**src/hw/rtl/tst_pkg.sv**
```systemverilog
// Shared types and constants for the timer slot table.
// Used by tst_free_stack and timer_slot_table; depends on nothing else.
package tst_pkg;

    // Input command codes
    localparam logic [1:0] CMD_SCHEDULE   = 2'd0;
    localparam logic [1:0] CMD_CANCEL     = 2'd1;
    localparam logic [1:0] CMD_CANCEL_ALL = 2'd2;
    localparam logic [1:0] CMD_TICK       = 2'd3;

    // Result kind codes
    localparam logic [2:0] KIND_SCHEDULED   = 3'd0;
    localparam logic [2:0] KIND_FULL        = 3'd1;
    localparam logic [2:0] KIND_CANCEL_DONE = 3'd2;
    localparam logic [2:0] KIND_FIRED       = 3'd3;
    localparam logic [2:0] KIND_TICK_DONE   = 3'd4;

    localparam logic [15:0] LFSR_SEED = 16'hACE1;
    localparam logic [15:0] LFSR_MASK = 16'hB400;

    typedef enum logic [2:0] {
        ST_IDLE,
        ST_FULL,
        ST_IDSCAN,
        ST_COMMIT,
        ST_SCAN,
        ST_DONE
    } state_t;

    // Control from the sequencer to the free-index stack.
    typedef struct packed {
        logic rd_en;
        logic push;
        logic pop;
    } stk_ctrl_t;

    // One step of the Galois LFSR used for timer ids.
    function automatic logic [15:0] lfsr_step(input logic [15:0] cur);
        logic [15:0] shifted;
        shifted = {1'b0, cur[15:1]};
        return cur[0] ? (shifted ^ LFSR_MASK) : shifted;
    endfunction

endpackage

```
**src/hw/rtl/tst_free_stack.sv**
```systemverilog
// Free-index stack of the timer slot table, held in a memory with a registered read.
// Depends on tst_pkg for the control struct.
module tst_free_stack #(
    parameter int SLOTS = 16,
    localparam int IDXW = $clog2(SLOTS),
    localparam int CNTW = $clog2(SLOTS + 1)
) (
    input  logic              aclk,
    input  logic              aresetn,
    input  tst_pkg::stk_ctrl_t ctrl,
    input  logic [CNTW-1:0]   count,
    input  logic [IDXW-1:0]   push_slot,
    output logic [IDXW-1:0]   top_slot
);
    import tst_pkg::*;

    logic [IDXW-1:0] stk_mem [SLOTS];
    logic [IDXW-1:0] rd_data_reg;
    logic [IDXW-1:0] rd_pos_reg;
    logic [CNTW-1:0] wm_reg;
    logic [CNTW-1:0] wm_next;
    logic [CNTW-1:0] pos;

    assign pos = count - CNTW'(1);

    // Positions below the watermark were never written since reset and
    // still hold their own index.
    assign top_slot = (CNTW'(rd_pos_reg) < wm_reg) ? rd_pos_reg : rd_data_reg;

    always_comb begin
        wm_next = wm_reg;
        if (ctrl.pop && (pos < wm_reg)) begin
            wm_next = pos;
        end
    end

    always_ff @(posedge aclk) begin
        if (!aresetn) begin
            wm_reg <= CNTW'(SLOTS);
        end else begin
            wm_reg <= wm_next;
        end
    end

    always_ff @(posedge aclk) begin
        if (ctrl.push) begin
            stk_mem[count[IDXW-1:0]] <= push_slot;
        end
        if (ctrl.rd_en && (count != '0)) begin
            rd_data_reg <= stk_mem[pos[IDXW-1:0]];
            rd_pos_reg  <= pos[IDXW-1:0];
        end
    end

endmodule

```
**src/hw/rtl/timer_slot_table.sv**
```systemverilog
// Timer slot table: one-shot alarms in slot memories, scanned by a small sequencer.
// Depends on tst_pkg and tst_free_stack.
//
//   channel  | ports                                            | direction
//   s_       | s_command s_time_value s_timer_id s_handler_tag  | in,  valid/ready
//   m_       | m_kind m_out_id m_out_tag m_last                 | out, valid/ready
//
// Cancel, cancel-all and tick walk the slots one per cycle through a single
// registered read port, except that a tick holds while a fired result waits on
// m_ready. Schedule walks the stored ids once per id attempt, with at most
// SLOTS + 2 attempts. Reset is synchronous and needs no clearing pass; s_ready is
// low while an item is in work, and a result waiting in the output register
// does not block the next transfer on the input side.
module timer_slot_table #(
    parameter int SLOTS     = 16,
    parameter int TIME_BITS = 32,
    parameter int TAG_BITS  = 8
) (
    input  logic                 aclk,
    input  logic                 aresetn,
    input  logic                 s_valid,
    output logic                 s_ready,
    input  logic [1:0]           s_command,
    input  logic [TIME_BITS-1:0] s_time_value,
    input  logic [15:0]          s_timer_id,
    input  logic [TAG_BITS-1:0]  s_handler_tag,
    output logic                 m_valid,
    input  logic                 m_ready,
    output logic [2:0]           m_kind,
    output logic [15:0]          m_out_id,
    output logic [TAG_BITS-1:0]  m_out_tag,
    output logic                 m_last
);
    import tst_pkg::*;

    localparam int IDXW = $clog2(SLOTS);
    localparam int CNTW = $clog2(SLOTS + 1);
    localparam int TRW  = $clog2(SLOTS + 2);

    state_t state_reg, state_next;

    logic [1:0]           cmd_reg, cmd_next;
    logic [TIME_BITS-1:0] time_reg, time_next;
    logic [15:0]          tid_reg, tid_next;
    logic [TAG_BITS-1:0]  tag_reg, tag_next;

    logic [15:0]     lfsr_reg, lfsr_next;
    logic [TRW-1:0]  tries_reg, tries_next;
    logic [CNTW-1:0] free_cnt_reg, free_cnt_next;
    logic [CNTW-1:0] act_cnt_reg, act_cnt_next;
    logic [SLOTS-1:0] active_reg, active_next;
    logic [SLOTS-1:0] id_vld_reg, id_vld_next;

    // Scan pipeline: rd_idx is the address issued, p_idx the slot whose
    // data sits in the read registers when pv is set.
    logic [CNTW-1:0] rd_idx_reg, rd_idx_next;
    logic [IDXW-1:0] p_idx_reg, p_idx_next;
    logic            pv_reg, pv_next;

    logic                 m_valid_reg, m_valid_next;
    logic [2:0]           m_kind_reg, m_kind_next;
    logic [15:0]          m_out_id_reg, m_out_id_next;
    logic [TAG_BITS-1:0]  m_out_tag_reg, m_out_tag_next;
    logic                 m_last_reg, m_last_next;

    logic [15:0]          ident_mem [SLOTS];
    logic [TIME_BITS-1:0] dl_mem [SLOTS];
    logic [TAG_BITS-1:0]  tag_mem [SLOTS];
    logic [15:0]          ident_rd_reg;
    logic [TIME_BITS-1:0] dl_rd_reg;
    logic [TAG_BITS-1:0]  tag_rd_reg;

    logic            rd_en;
    logic            mem_we;
    logic [IDXW-1:0] top_slot;
    stk_ctrl_t       stk_ctrl;

    logic out_free;
    logic p_act;
    logic hit_id;
    logic scan_hit;
    logic scan_end;
    logic table_full;

    tst_free_stack #(
        .SLOTS(SLOTS)
    ) u_free_stack (
        .aclk     (aclk),
        .aresetn  (aresetn),
        .ctrl     (stk_ctrl),
        .count    (free_cnt_reg),
        .push_slot(p_idx_reg),
        .top_slot (top_slot)
    );

    assign s_ready   = (state_reg == ST_IDLE);
    assign m_valid   = m_valid_reg;
    assign m_kind    = m_kind_reg;
    assign m_out_id  = m_out_id_reg;
    assign m_out_tag = m_out_tag_reg;
    assign m_last    = m_last_reg;

    assign out_free   = !m_valid_reg || m_ready;
    assign p_act      = active_reg[p_idx_reg];
    assign hit_id     = id_vld_reg[p_idx_reg] && (ident_rd_reg == lfsr_reg);
    assign scan_end   = !pv_reg && (rd_idx_reg == CNTW'(SLOTS));
    assign table_full = (free_cnt_reg == '0) || (act_cnt_reg >= CNTW'(SLOTS));

    always_comb begin
        case (cmd_reg)
            CMD_CANCEL:     scan_hit = p_act && (ident_rd_reg == tid_reg);
            CMD_CANCEL_ALL: scan_hit = p_act;
            CMD_TICK:       scan_hit = p_act && !(dl_rd_reg > time_reg);
            default:        scan_hit = 1'b0;
        endcase
    end

    always_comb begin
        state_next     = state_reg;
        cmd_next       = cmd_reg;
        time_next      = time_reg;
        tid_next       = tid_reg;
        tag_next       = tag_reg;
        lfsr_next      = lfsr_reg;
        tries_next     = tries_reg;
        free_cnt_next  = free_cnt_reg;
        act_cnt_next   = act_cnt_reg;
        active_next    = active_reg;
        id_vld_next    = id_vld_reg;
        rd_idx_next    = rd_idx_reg;
        p_idx_next     = p_idx_reg;
        pv_next        = pv_reg;
        m_valid_next   = m_valid_reg && !m_ready;
        m_kind_next    = m_kind_reg;
        m_out_id_next  = m_out_id_reg;
        m_out_tag_next = m_out_tag_reg;
        m_last_next    = m_last_reg;
        rd_en          = 1'b0;
        mem_we         = 1'b0;
        stk_ctrl       = '0;

        unique case (state_reg)
            ST_IDLE: begin
                // Keep the top of the free stack ready for a schedule.
                stk_ctrl.rd_en = 1'b1;
                if (s_valid) begin
                    cmd_next    = s_command;
                    time_next   = s_time_value;
                    tid_next    = s_timer_id;
                    tag_next    = s_handler_tag;
                    rd_idx_next = '0;
                    pv_next     = 1'b0;
                    if (s_command != CMD_SCHEDULE) begin
                        state_next = ST_SCAN;
                    end else if (table_full) begin
                        state_next = ST_FULL;
                    end else begin
                        lfsr_next  = lfsr_step(lfsr_reg);
                        tries_next = '0;
                        state_next = ST_IDSCAN;
                    end
                end
            end
            ST_FULL: begin
                if (out_free) begin
                    m_valid_next   = 1'b1;
                    m_kind_next    = KIND_FULL;
                    m_out_id_next  = '0;
                    m_out_tag_next = '0;
                    m_last_next    = 1'b1;
                    state_next     = ST_IDLE;
                end
            end
            ST_IDSCAN: begin
                if (pv_reg && hit_id) begin
                    pv_next = 1'b0;
                    if (tries_reg < TRW'(SLOTS + 1)) begin
                        // Id collides with a stored one: draw again and rescan.
                        lfsr_next   = lfsr_step(lfsr_reg);
                        tries_next  = tries_reg + TRW'(1);
                        rd_idx_next = '0;
                    end else begin
                        state_next = ST_COMMIT;
                    end
                end else if (scan_end) begin
                    state_next = ST_COMMIT;
                end else if (rd_idx_reg < CNTW'(SLOTS)) begin
                    rd_en       = 1'b1;
                    pv_next     = 1'b1;
                    p_idx_next  = rd_idx_reg[IDXW-1:0];
                    rd_idx_next = rd_idx_reg + CNTW'(1);
                end else begin
                    pv_next = 1'b0;
                end
            end
            ST_COMMIT: begin
                if (out_free) begin
                    mem_we                = 1'b1;
                    stk_ctrl.pop          = 1'b1;
                    free_cnt_next         = free_cnt_reg - CNTW'(1);
                    act_cnt_next          = act_cnt_reg + CNTW'(1);
                    active_next[top_slot] = 1'b1;
                    id_vld_next[top_slot] = 1'b1;
                    m_valid_next          = 1'b1;
                    m_kind_next           = KIND_SCHEDULED;
                    m_out_id_next         = lfsr_reg;
                    m_out_tag_next        = '0;
                    m_last_next           = 1'b1;
                    state_next            = ST_IDLE;
                end
            end
            ST_SCAN: begin
                if (scan_end) begin
                    state_next = ST_DONE;
                end else if (!(pv_reg && scan_hit && (cmd_reg == CMD_TICK) && !out_free)) begin
                    if (pv_reg && scan_hit) begin
                        active_next[p_idx_reg] = 1'b0;
                        if (act_cnt_reg != '0) begin
                            act_cnt_next = act_cnt_reg - CNTW'(1);
                        end
                        if (free_cnt_reg < CNTW'(SLOTS)) begin
                            stk_ctrl.push = 1'b1;
                            free_cnt_next = free_cnt_reg + CNTW'(1);
                        end
                        if (cmd_reg == CMD_TICK) begin
                            m_valid_next   = 1'b1;
                            m_kind_next    = KIND_FIRED;
                            m_out_id_next  = ident_rd_reg;
                            m_out_tag_next = tag_rd_reg;
                            m_last_next    = 1'b0;
                        end
                    end
                    if (rd_idx_reg < CNTW'(SLOTS)) begin
                        rd_en       = 1'b1;
                        pv_next     = 1'b1;
                        p_idx_next  = rd_idx_reg[IDXW-1:0];
                        rd_idx_next = rd_idx_reg + CNTW'(1);
                    end else begin
                        pv_next = 1'b0;
                    end
                end
            end
            ST_DONE: begin
                if (out_free) begin
                    m_valid_next   = 1'b1;
                    m_kind_next    = (cmd_reg == CMD_TICK) ? KIND_TICK_DONE : KIND_CANCEL_DONE;
                    m_out_id_next  = '0;
                    m_out_tag_next = '0;
                    m_last_next    = 1'b1;
                    state_next     = ST_IDLE;
                end
            end
            default: begin
                state_next = ST_IDLE;
            end
        endcase
    end

    always_ff @(posedge aclk) begin
        if (!aresetn) begin
            state_reg    <= ST_IDLE;
            lfsr_reg     <= LFSR_SEED;
            tries_reg    <= '0;
            free_cnt_reg <= CNTW'(SLOTS);
            act_cnt_reg  <= '0;
            active_reg   <= '0;
            id_vld_reg   <= '0;
            rd_idx_reg   <= '0;
            pv_reg       <= 1'b0;
            m_valid_reg  <= 1'b0;
        end else begin
            state_reg    <= state_next;
            lfsr_reg     <= lfsr_next;
            tries_reg    <= tries_next;
            free_cnt_reg <= free_cnt_next;
            act_cnt_reg  <= act_cnt_next;
            active_reg   <= active_next;
            id_vld_reg   <= id_vld_next;
            rd_idx_reg   <= rd_idx_next;
            pv_reg       <= pv_next;
            m_valid_reg  <= m_valid_next;
        end
    end

    always_ff @(posedge aclk) begin
        cmd_reg       <= cmd_next;
        time_reg      <= time_next;
        tid_reg       <= tid_next;
        tag_reg       <= tag_next;
        p_idx_reg     <= p_idx_next;
        m_kind_reg    <= m_kind_next;
        m_out_id_reg  <= m_out_id_next;
        m_out_tag_reg <= m_out_tag_next;
        m_last_reg    <= m_last_next;
    end

    // Slot memories: one write port for schedule, one registered read for scans.
    always_ff @(posedge aclk) begin
        if (mem_we) begin
            ident_mem[top_slot] <= lfsr_reg;
            dl_mem[top_slot]    <= time_reg;
            tag_mem[top_slot]   <= tag_reg;
        end
        if (rd_en) begin
            ident_rd_reg <= ident_mem[rd_idx_reg[IDXW-1:0]];
            dl_rd_reg    <= dl_mem[rd_idx_reg[IDXW-1:0]];
            tag_rd_reg   <= tag_mem[rd_idx_reg[IDXW-1:0]];
        end
    end

endmodule
```
**config.mk**
```make
export PLATFORM = sky130hd
export DESIGN_NAME = timer_slot_table
export DESIGN_NICKNAME = d
export VERILOG_FILES = /design/src/hw/rtl/tst_pkg.sv /design/src/hw/rtl/tst_free_stack.sv /design/src/hw/rtl/timer_slot_table.sv
export SDC_FILE = /design/constraint.sdc
export NUM_CORES = 1
export LEC_CHECK = 0
export BUFFER_PORTS_ARGS = -buffer_cell sky130_fd_sc_hd__buf_4
export CORE_MARGIN = 4
export CORE_UTILIZATION = 35
export DETAILED_ROUTE_END_ITERATION = 12
export GPL_TIMING_DRIVEN = 0
export MAX_ROUTING_LAYER = met4
export SYNTH_ARGS = -nofsm -noshare
export SYNTH_HDL_FRONTEND = slang
export SYNTH_SLANG_ARGS = --single-unit
```
**constraint.sdc**
```tcl
create_clock -name aclk -period 5.1 [get_ports aclk]
set_input_delay 0.765 -clock aclk [delete_from_list [all_inputs] [get_ports aclk]]
set_output_delay 0.765 -clock aclk [all_outputs]
set_load 0.01 [all_outputs]
```
==> impl_metrics.csv, run 1 <==
group,metric,value,unit
status,outcome,"complete, no violations",
placed_design,placed_cells_incl_taps,4110,
floorplanning,fp.coreArea,131000,um2
routing,wl_per_cell,25.9,um
cells_and_area,nFillCells,11446,
logic_synthesis,synth-warning-count,0,
routing,drtIter0Drc,2461,
timing,fin_skew,0.0318,ns
logic_synthesis,synth.most_common_cell,"sky130_fd_sc_hd__edfxtp_1",
routing,drcViolationCount,0,
floorplanning,initial_utilization,35.3,%
clock_network,worst_skew_pair.late_latency,0.70,ns
routing,detail_route.wirelength,112000,um
placed_design,portBuffers,91,
floorplanning,die_boundary_width,372,um
clock_network,ctsRootBufferMaster,"sky130_fd_sc_hd__clkbuf_16",
placed_design,place_worst_setup_slack,-0.948,ns
logic_synthesis,synth_nets,2327,
cells_and_area,num_antenna_cells,0,
global_routing,grt.overflow.total,0,
floorplanning,design.portCount,92,
cells_and_area,finish.cell_count_without_fillers,4324,
critical_path,endpoint_kind,"flip-flop",
global_routing,grt_max_degree,41,
timing,post-route-period-util,95.1,%
timing,fin_setup_tns,0,ns
floorplanning,row_count,133,
cells_and_area,layout_top_registers,"dl_mem x512, ident_mem x256, tag_mem x128",
timing,post-route-worst-setup-slack,0.248,ns
critical_path,worst-path-max-fanout,38,
placed_design,gpl.final_weighted_congestion,0.826,
timing,worst_slew_pin_slew,1.32,ns
timing,fmax,0.206,GHz
floorplanning,chipHeight,372,um
logic_synthesis,number_of_enable_flip_flop_cells_after_synthesis,1114,
timing,finalCriticalPeriod,4.85,ns
clock_network,cts.htree.levels,3,
run,drv_cap,0,
global_routing,via_count_of_the_first_global_routing_pass,24019,
timing,finalHoldViolations,0,
min_path,hold_start,"s_handler_tag[0]",
cells_and_area,area_growth,17.2,%
logic_synthesis,ys_seq_area_share,75.5,%
critical_path,rr_startpoint,"time_reg[26]",
routing,detail-route-antenna-nets,0,
cells_and_area,registers.top_by_ff_count,"dl_mem",
cells_and_area,largest_register_ff_count,512,
timing,number_of_max_slew_violations_in_the_final_report,0,
logic_synthesis,syn_area,46400,um2
global_routing,grt_first_pass_wirelength,164000,um
timing,fin_worst_hold_slack,0.246,ns
global_routing,antenna_found_initial,2,
timing,max_slew_margin,12.2,%
placed_design,detailed_place.area,50400,um2
power,power_density,443,nW/um2
power,power_leakage,16.9,nW
clock_network,clock_sinks,1192,
clock_network,cts.hold.buffers_added,0,
timing,unrepaired_setup_endpoints_after_global_routing,"no",
routing,drt-pass1-iter-count,9,
logic_synthesis,cell_type_contributing_the_most_total_cell_area_after_synthesis,"sky130_fd_sc_hd__edfxtp_1",
critical_path,worstSetupPathType,"reg2reg",
cells_and_area,drive_gt1_share,26.3,%
power,vdd_ir_drop_max,0.000284,V
logic_synthesis,async_flop_share,0,%
critical_path,worst-endpoint-required,5.49,ns
logic_synthesis,netlist.area_leader.share,72.2,%
clock_network,cts-root-to-sink-buffers,3,
placed_design,dp_hpwl,72300,um
global_routing,grt_util_all_layers,16.7,%
logic_synthesis,synth-seq-cells,1192,
min_path,type_of_the_worst_min_delay_path,"in2reg",
logic_synthesis,synthFlopType,"sky130_fd_sc_hd__edfxtp_1",
routing,vias,22863,
critical_path,worst_setup_path_start_kind,"flip-flop",
clock_network,cts_bufs_inserted,116,
clock_network,cts_tree,"done",
critical_path,startpoint,"time_reg[26]",
logic_synthesis,synth_cell_type_count,69,
power,power,24.1,mW
floorplanning,dieArea,138000,um2
cells_and_area,final_design_area_no_fill,54300,um2
cells_and_area,nNetsFinal,2583,
logic_synthesis,synth.top_cells.by_area,"sky130_fd_sc_hd__edfxtp_1 72%, sky130_fd_sc_hd__mux4_2 15%, sky130_fd_sc_hd__dfxtp_1 3.4%",
logic_synthesis,synth_area_per_cell,20.9,um2
critical_path,worst_ep_arrival_time,5.25,ns
logic_synthesis,synthesis.instances,2214,
logic_synthesis,synthTopCellsByCount,"1,114 x sky130_fd_sc_hd__edfxtp_1, 305 x sky130_fd_sc_hd__mux4_2, 99 x sky130_fd_sc_hd__nor2_1, 78 x sky130_fd_sc_hd__dfxtp_1, 62 x sky130_fd_sc_hd__clkbuf_1",
clock_network,post_cts_clock_slew_at_the_launch_and_capture_registers_of_the_worst_setup_and_hold_paths,0.07,ns
routing,vias_per_cell,5.29,
timing,final-setup-viol-count,0,
cells_and_area,layout.core_utilization,41.3,%
-- worst max-delay path, cell delays in order, from the launching register on --
cell	delay, ns
sky130_fd_sc_hd__edfxtp_1	0.67
sky130_fd_sc_hd__inv_1	0.10
sky130_fd_sc_hd__ha_1	0.35
sky130_fd_sc_hd__nand4_1	0.28
sky130_fd_sc_hd__nor4_2	0.91
sky130_fd_sc_hd__a31oi_1	0.18
sky130_fd_sc_hd__o21ai_1	0.22
sky130_fd_sc_hd__inv_1	0.15
sky130_fd_sc_hd__a21o_1	0.23
sky130_fd_sc_hd__o31ai_1	0.77
sky130_fd_sc_hd__inv_4	0.32
sky130_fd_sc_hd__buf_16	0.31
-- report_power, final --
part,internal [mW],switching [mW],total [mW]
Clock,5.13,3.63,8.76
Combinational,1.52,1.84,3.36
Sequential,11.4,0.514,11.9
Total,18.1,5.98,24.1
-- layout by cell type, fill, tap and decap left out, types with 11 or more instances in the layout --
master and instances:
sky130_fd_sc_hd__a21oi_1 34, sky130_fd_sc_hd__a22o_1 16, sky130_fd_sc_hd__a31oi_1 14, sky130_fd_sc_hd__and3_1 19
sky130_fd_sc_hd__buf_1 23, sky130_fd_sc_hd__buf_12 37, sky130_fd_sc_hd__buf_16 11, sky130_fd_sc_hd__buf_2 11
sky130_fd_sc_hd__buf_4 94, sky130_fd_sc_hd__bufinv_16 15, sky130_fd_sc_hd__clkbuf_1 81, sky130_fd_sc_hd__clkbuf_16 119
sky130_fd_sc_hd__clkinv_1 18, sky130_fd_sc_hd__clkinv_2 22, sky130_fd_sc_hd__dfxtp_1 78, sky130_fd_sc_hd__edfxtp_1 1114
sky130_fd_sc_hd__ha_1 50, sky130_fd_sc_hd__inv_1 58, sky130_fd_sc_hd__mux2i_1 28, sky130_fd_sc_hd__mux4_2 305
sky130_fd_sc_hd__nand2_1 51, sky130_fd_sc_hd__nand2b_1 12, sky130_fd_sc_hd__nand4_1 16, sky130_fd_sc_hd__nor2_1 83
sky130_fd_sc_hd__nor2_4 16, sky130_fd_sc_hd__nor2b_1 21, sky130_fd_sc_hd__nor3_1 11, sky130_fd_sc_hd__o21ai_0 26
sky130_fd_sc_hd__xnor2_1 20, sky130_fd_sc_hd__xor2_1 25
-- cells by family after synthesis --
| logic type | after synthesis | synth area share [%] |
|---|---|---|
| flip-flops | 1192 | 75.5 |
| XOR/XNOR | 45 | 0.850 |
| adder cells (fa/ha/maj) | 51 | 1.39 |
| AND/OR/NAND/NOR | 274 | 2.94 |
| buffers and inverters | 160 | 1.37 |
| AO/OA/AOI/OAI | 157 | 2.37 |
| multiplexers | 335 | 15.5 |
-- timing repair --
item / in CTS / in global routing
setup endpoints to repair: 18 / 45
buffers inserted: 0 / 0
gates resized for setup: 4 / 1
-- final cells by class --
| cell class | instances | area (um2) | area share [%] |
|---|---|---|---|
| inverter | 60 | 228 | 0.419 |
| tap | 1755 | 2200 | 4.04 |
| multi-input combinational | 862 | 10800 | 20.0 |
| timing repair buffer | 141 | 1740 | 3.20 |
| buffer | 97 | 399 | 0.734 |
| clock buffer | 149 | 3160 | 5.82 |
| clock inverter | 68 | 758 | 1.40 |
| sequential | 1192 | 35000 | 64.4 |
-- path summary, 6_finish.rpt --
check,end,slack (ns),depth (start not counted)
worst max register to register,dl_rd_reg[9],0.25,11
worst min register to register,p_idx_reg[2],0.45,0
worst max-delay path,dl_rd_reg[9],0.25,11
worst min-delay path,tag_reg[0],0.25,1
-- metal layers --
layer / global-route usage (%) / part of all wire, % / up-vias / wire [um]
met3: 2.77 / 6.7 / 199 / 7550
li1: - / - / 9656 / -
met5: - / 0 / - / 0
met1: 22.8 / 42 / 12099 / 47500
met2: 26.5 / 49 / 909 / 54300
met4: 4.05 / 2.3 / 0 / 2570
Note: power is estimated with default switching activity, not from simulation.
==> run 2, diff against run 1 <==
- CTS_BUF_LIST: default -> sky130_fd_sc_hd__clkbuf_4 sky130_fd_sc_hd__clkbuf_8 sky130_fd_sc_hd__clkbuf_16
==> run 2 against run 1 <==
Net effect:
- sequential share of layout area shrank 0.10 points
- fmax rose by 2.4%
- critical endpoint unchanged
- sequential power about the same
- worst setup slack improved by 0.11 ns
- wire length shrank 0.21%
==> impl_metrics.csv, run 2 (synthesis gave the netlist of run 1 again) <==
group,metric,value,unit
critical_path,crit_buf_inv,4,
cells_and_area,registers.top_by_ff_count,"dl_mem",
critical_path,slowest_delay,0.84,ns
global_routing,grt_util_all_layers,16.7,%
floorplanning,row_count,133,
floorplanning,dieArea,138000,um2
clock_network,cts_tree,"done",
clock_network,clock_sinks,1192,
cells_and_area,num_antenna_cells,0,
clock_network,ctsRootBufferMaster,"sky130_fd_sc_hd__clkbuf_16",
timing,fmax,0.211,GHz
cells_and_area,mostFrequentLayoutCell,"sky130_fd_sc_hd__edfxtp_1",
placed_design,detailed_place.area,50400,um2
timing,fin_skew,0.0328,ns
critical_path,worst_ep_arrival_time,5.13,ns
critical_path,cp_cell_sequence,"inv_1 -> ha_1 -> nand4_1 -> nor4_2 -> a31oi_1 -> o21ai_1 -> inv_1 -> a21o_1 -> o31ai_1 -> inv_4 -> buf_16",
clock_network,post_cts_clock_slew_at_the_launch_and_capture_registers_of_the_worst_setup_and_hold_paths,0.06,ns
power,power_leakage,17.0,nW
cells_and_area,layout.cells.most_common_list,"1,114 x sky130_fd_sc_hd__edfxtp_1, 305 x sky130_fd_sc_hd__mux4_2, 119 x sky130_fd_sc_hd__clkbuf_16",
placed_design,portBuffers,91,
cells_and_area,drive_gt1_share,27.2,%
global_routing,antenna_found_initial,2,
global_routing,via_count_of_the_first_global_routing_pass,23998,
routing,drtIter0Drc,2550,
timing,number_of_max_slew_violations_in_the_final_report,0,
critical_path,worst-endpoint-required,5.49,ns
placed_design,placed_cells_incl_taps,4110,
clock_network,cts-root-to-sink-buffers,3,
cells_and_area,final_design_area_no_fill,54400,um2
critical_path,worst_setup_path_start_kind,"flip-flop",
floorplanning,fp.coreArea,131000,um2
routing,drcViolationCount,0,
clock_network,worst_skew_pair.late_latency,0.70,ns
floorplanning,design.portCount,92,
min_path,type_of_the_worst_min_delay_path,"in2reg",
critical_path,crit_path_frequent_cell,"sky130_fd_sc_hd__inv_1",
timing,worst_slew_pin_slew,1.32,ns
timing,final-setup-viol-count,0,
cells_and_area,nNetsFinal,2583,
routing,vias,22857,
power,power_density,444,nW/um2
cells_and_area,area_growth,17.4,%
routing,detail-route-antenna-nets,0,
floorplanning,initial_utilization,35.3,%
placed_design,place_worst_setup_slack,-0.948,ns
critical_path,path_delay_family,"compound AO/OA/AOI/OAI gates",
timing,finalCriticalPeriod,4.74,ns
critical_path,worst-path-max-fanout,38,
cells_and_area,layout_top_registers,"dl_mem x512, ident_mem x256, tag_mem x128",
clock_network,cts.hold.buffers_added,0,
placed_design,gpl.final_weighted_congestion,0.826,
routing,drt-pass1-iter-count,6,
cells_and_area,largest_register_ff_count,512,
timing,post-route-worst-setup-slack,0.362,ns
clock_network,cts.htree.levels,3,
critical_path,worstSetupPathType,"reg2reg",
routing,detail_route.wirelength,112000,um
cells_and_area,finish.cell_count_without_fillers,4324,
global_routing,grt_max_degree,41,
timing,finalHoldViolations,0,
timing,post-route-period-util,92.9,%
run,drv_cap,0,
global_routing,grt_first_pass_wirelength,164000,um
power,vdd_ir_drop_max,0.000282,V
timing,max_slew_margin,12.0,%
critical_path,endpoint_kind,"flip-flop",
critical_path,critical_path.slowest_cell,"sky130_fd_sc_hd__nor4_2",
routing,vias_per_cell,5.29,
status,outcome,"complete, no violations",
timing,unrepaired_setup_endpoints_after_global_routing,"no",
floorplanning,die_boundary_width,372,um
placed_design,dp_hpwl,72300,um
floorplanning,chipHeight,372,um
clock_network,cts_bufs_inserted,116,
routing,wl_per_cell,25.8,um
global_routing,grt.overflow.total,0,
-- run 2: metrics by stage --
| step | total power, mW | hold WS, ns | util (%) | setup TNS [ns] |
|---|---|---|---|---|
| after floorplan | 14.3 | 0.406 | - | 0 |
| after global placement | 15.4 | 0.421 | 37.4 | -3327.93 |
| after global routing | 25.1 | 0.212 | 41.4 | 0 |
| after detailed placement | 15.6 | 0.425 | 38.4 | -4.39 |
| after CTS | 24.4 | 0.205 | 41.4 | 0 |
| final | 24.2 | 0.249 | 41.4 | 0 |
-- run 2: what timing repair did --
item / CTS / global route
endpoints found under the setup margin: 19 / 45
setup buffers: 0 / 0
gates resized for setup: 4 / 1
-- run 2: worst paths after layout --
path                  endpoint  cells after the start       startpoint  slack, ns
hold / removal     time_reg[5]                      1  s_time_value[5]       0.25
setup reg to reg  dl_rd_reg[9]                     11     time_reg[27]       0.36
setup / recovery  dl_rd_reg[9]                     11     time_reg[27]       0.36
hold reg to reg   p_idx_reg[2]                      0    rd_idx_reg[2]       0.45
-- run 2: final cells by class --
| cell class | instances | area [um2] |
|---|---|---|
| Inverter | 60 | 228 |
| Fill cell | 11425 | 77000 |
| Sequential cell | 1192 | 35000 |
| Timing Repair Buffer | 141 | 1740 |
| Multi-Input combinational cell | 862 | 10800 |
| Buffer | 97 | 399 |
| Tap cell | 1755 | 2200 |
| Clock buffer | 149 | 3250 |
| Clock inverter | 68 | 758 |
-- run 2: report_power, final --
group / leakage, nW / internal [mW] / switching (mW) / total, mW
registers: 10.6 / 11.4 / 0.514 / 11.9
clock network: 2.00 / 5.25 / 3.63 / 8.88
logic: 4.43 / 1.52 / 1.84 / 3.36
-- run 2: metal layers --
layer	track usage, %	share of wire [%]	vias to the layer above
met5	-	0	-
met4	4.03	2.3	0
met3	2.74	7.1	203
met2	26.5	48	961
met1	22.8	42	12040
li1	-	-	9653
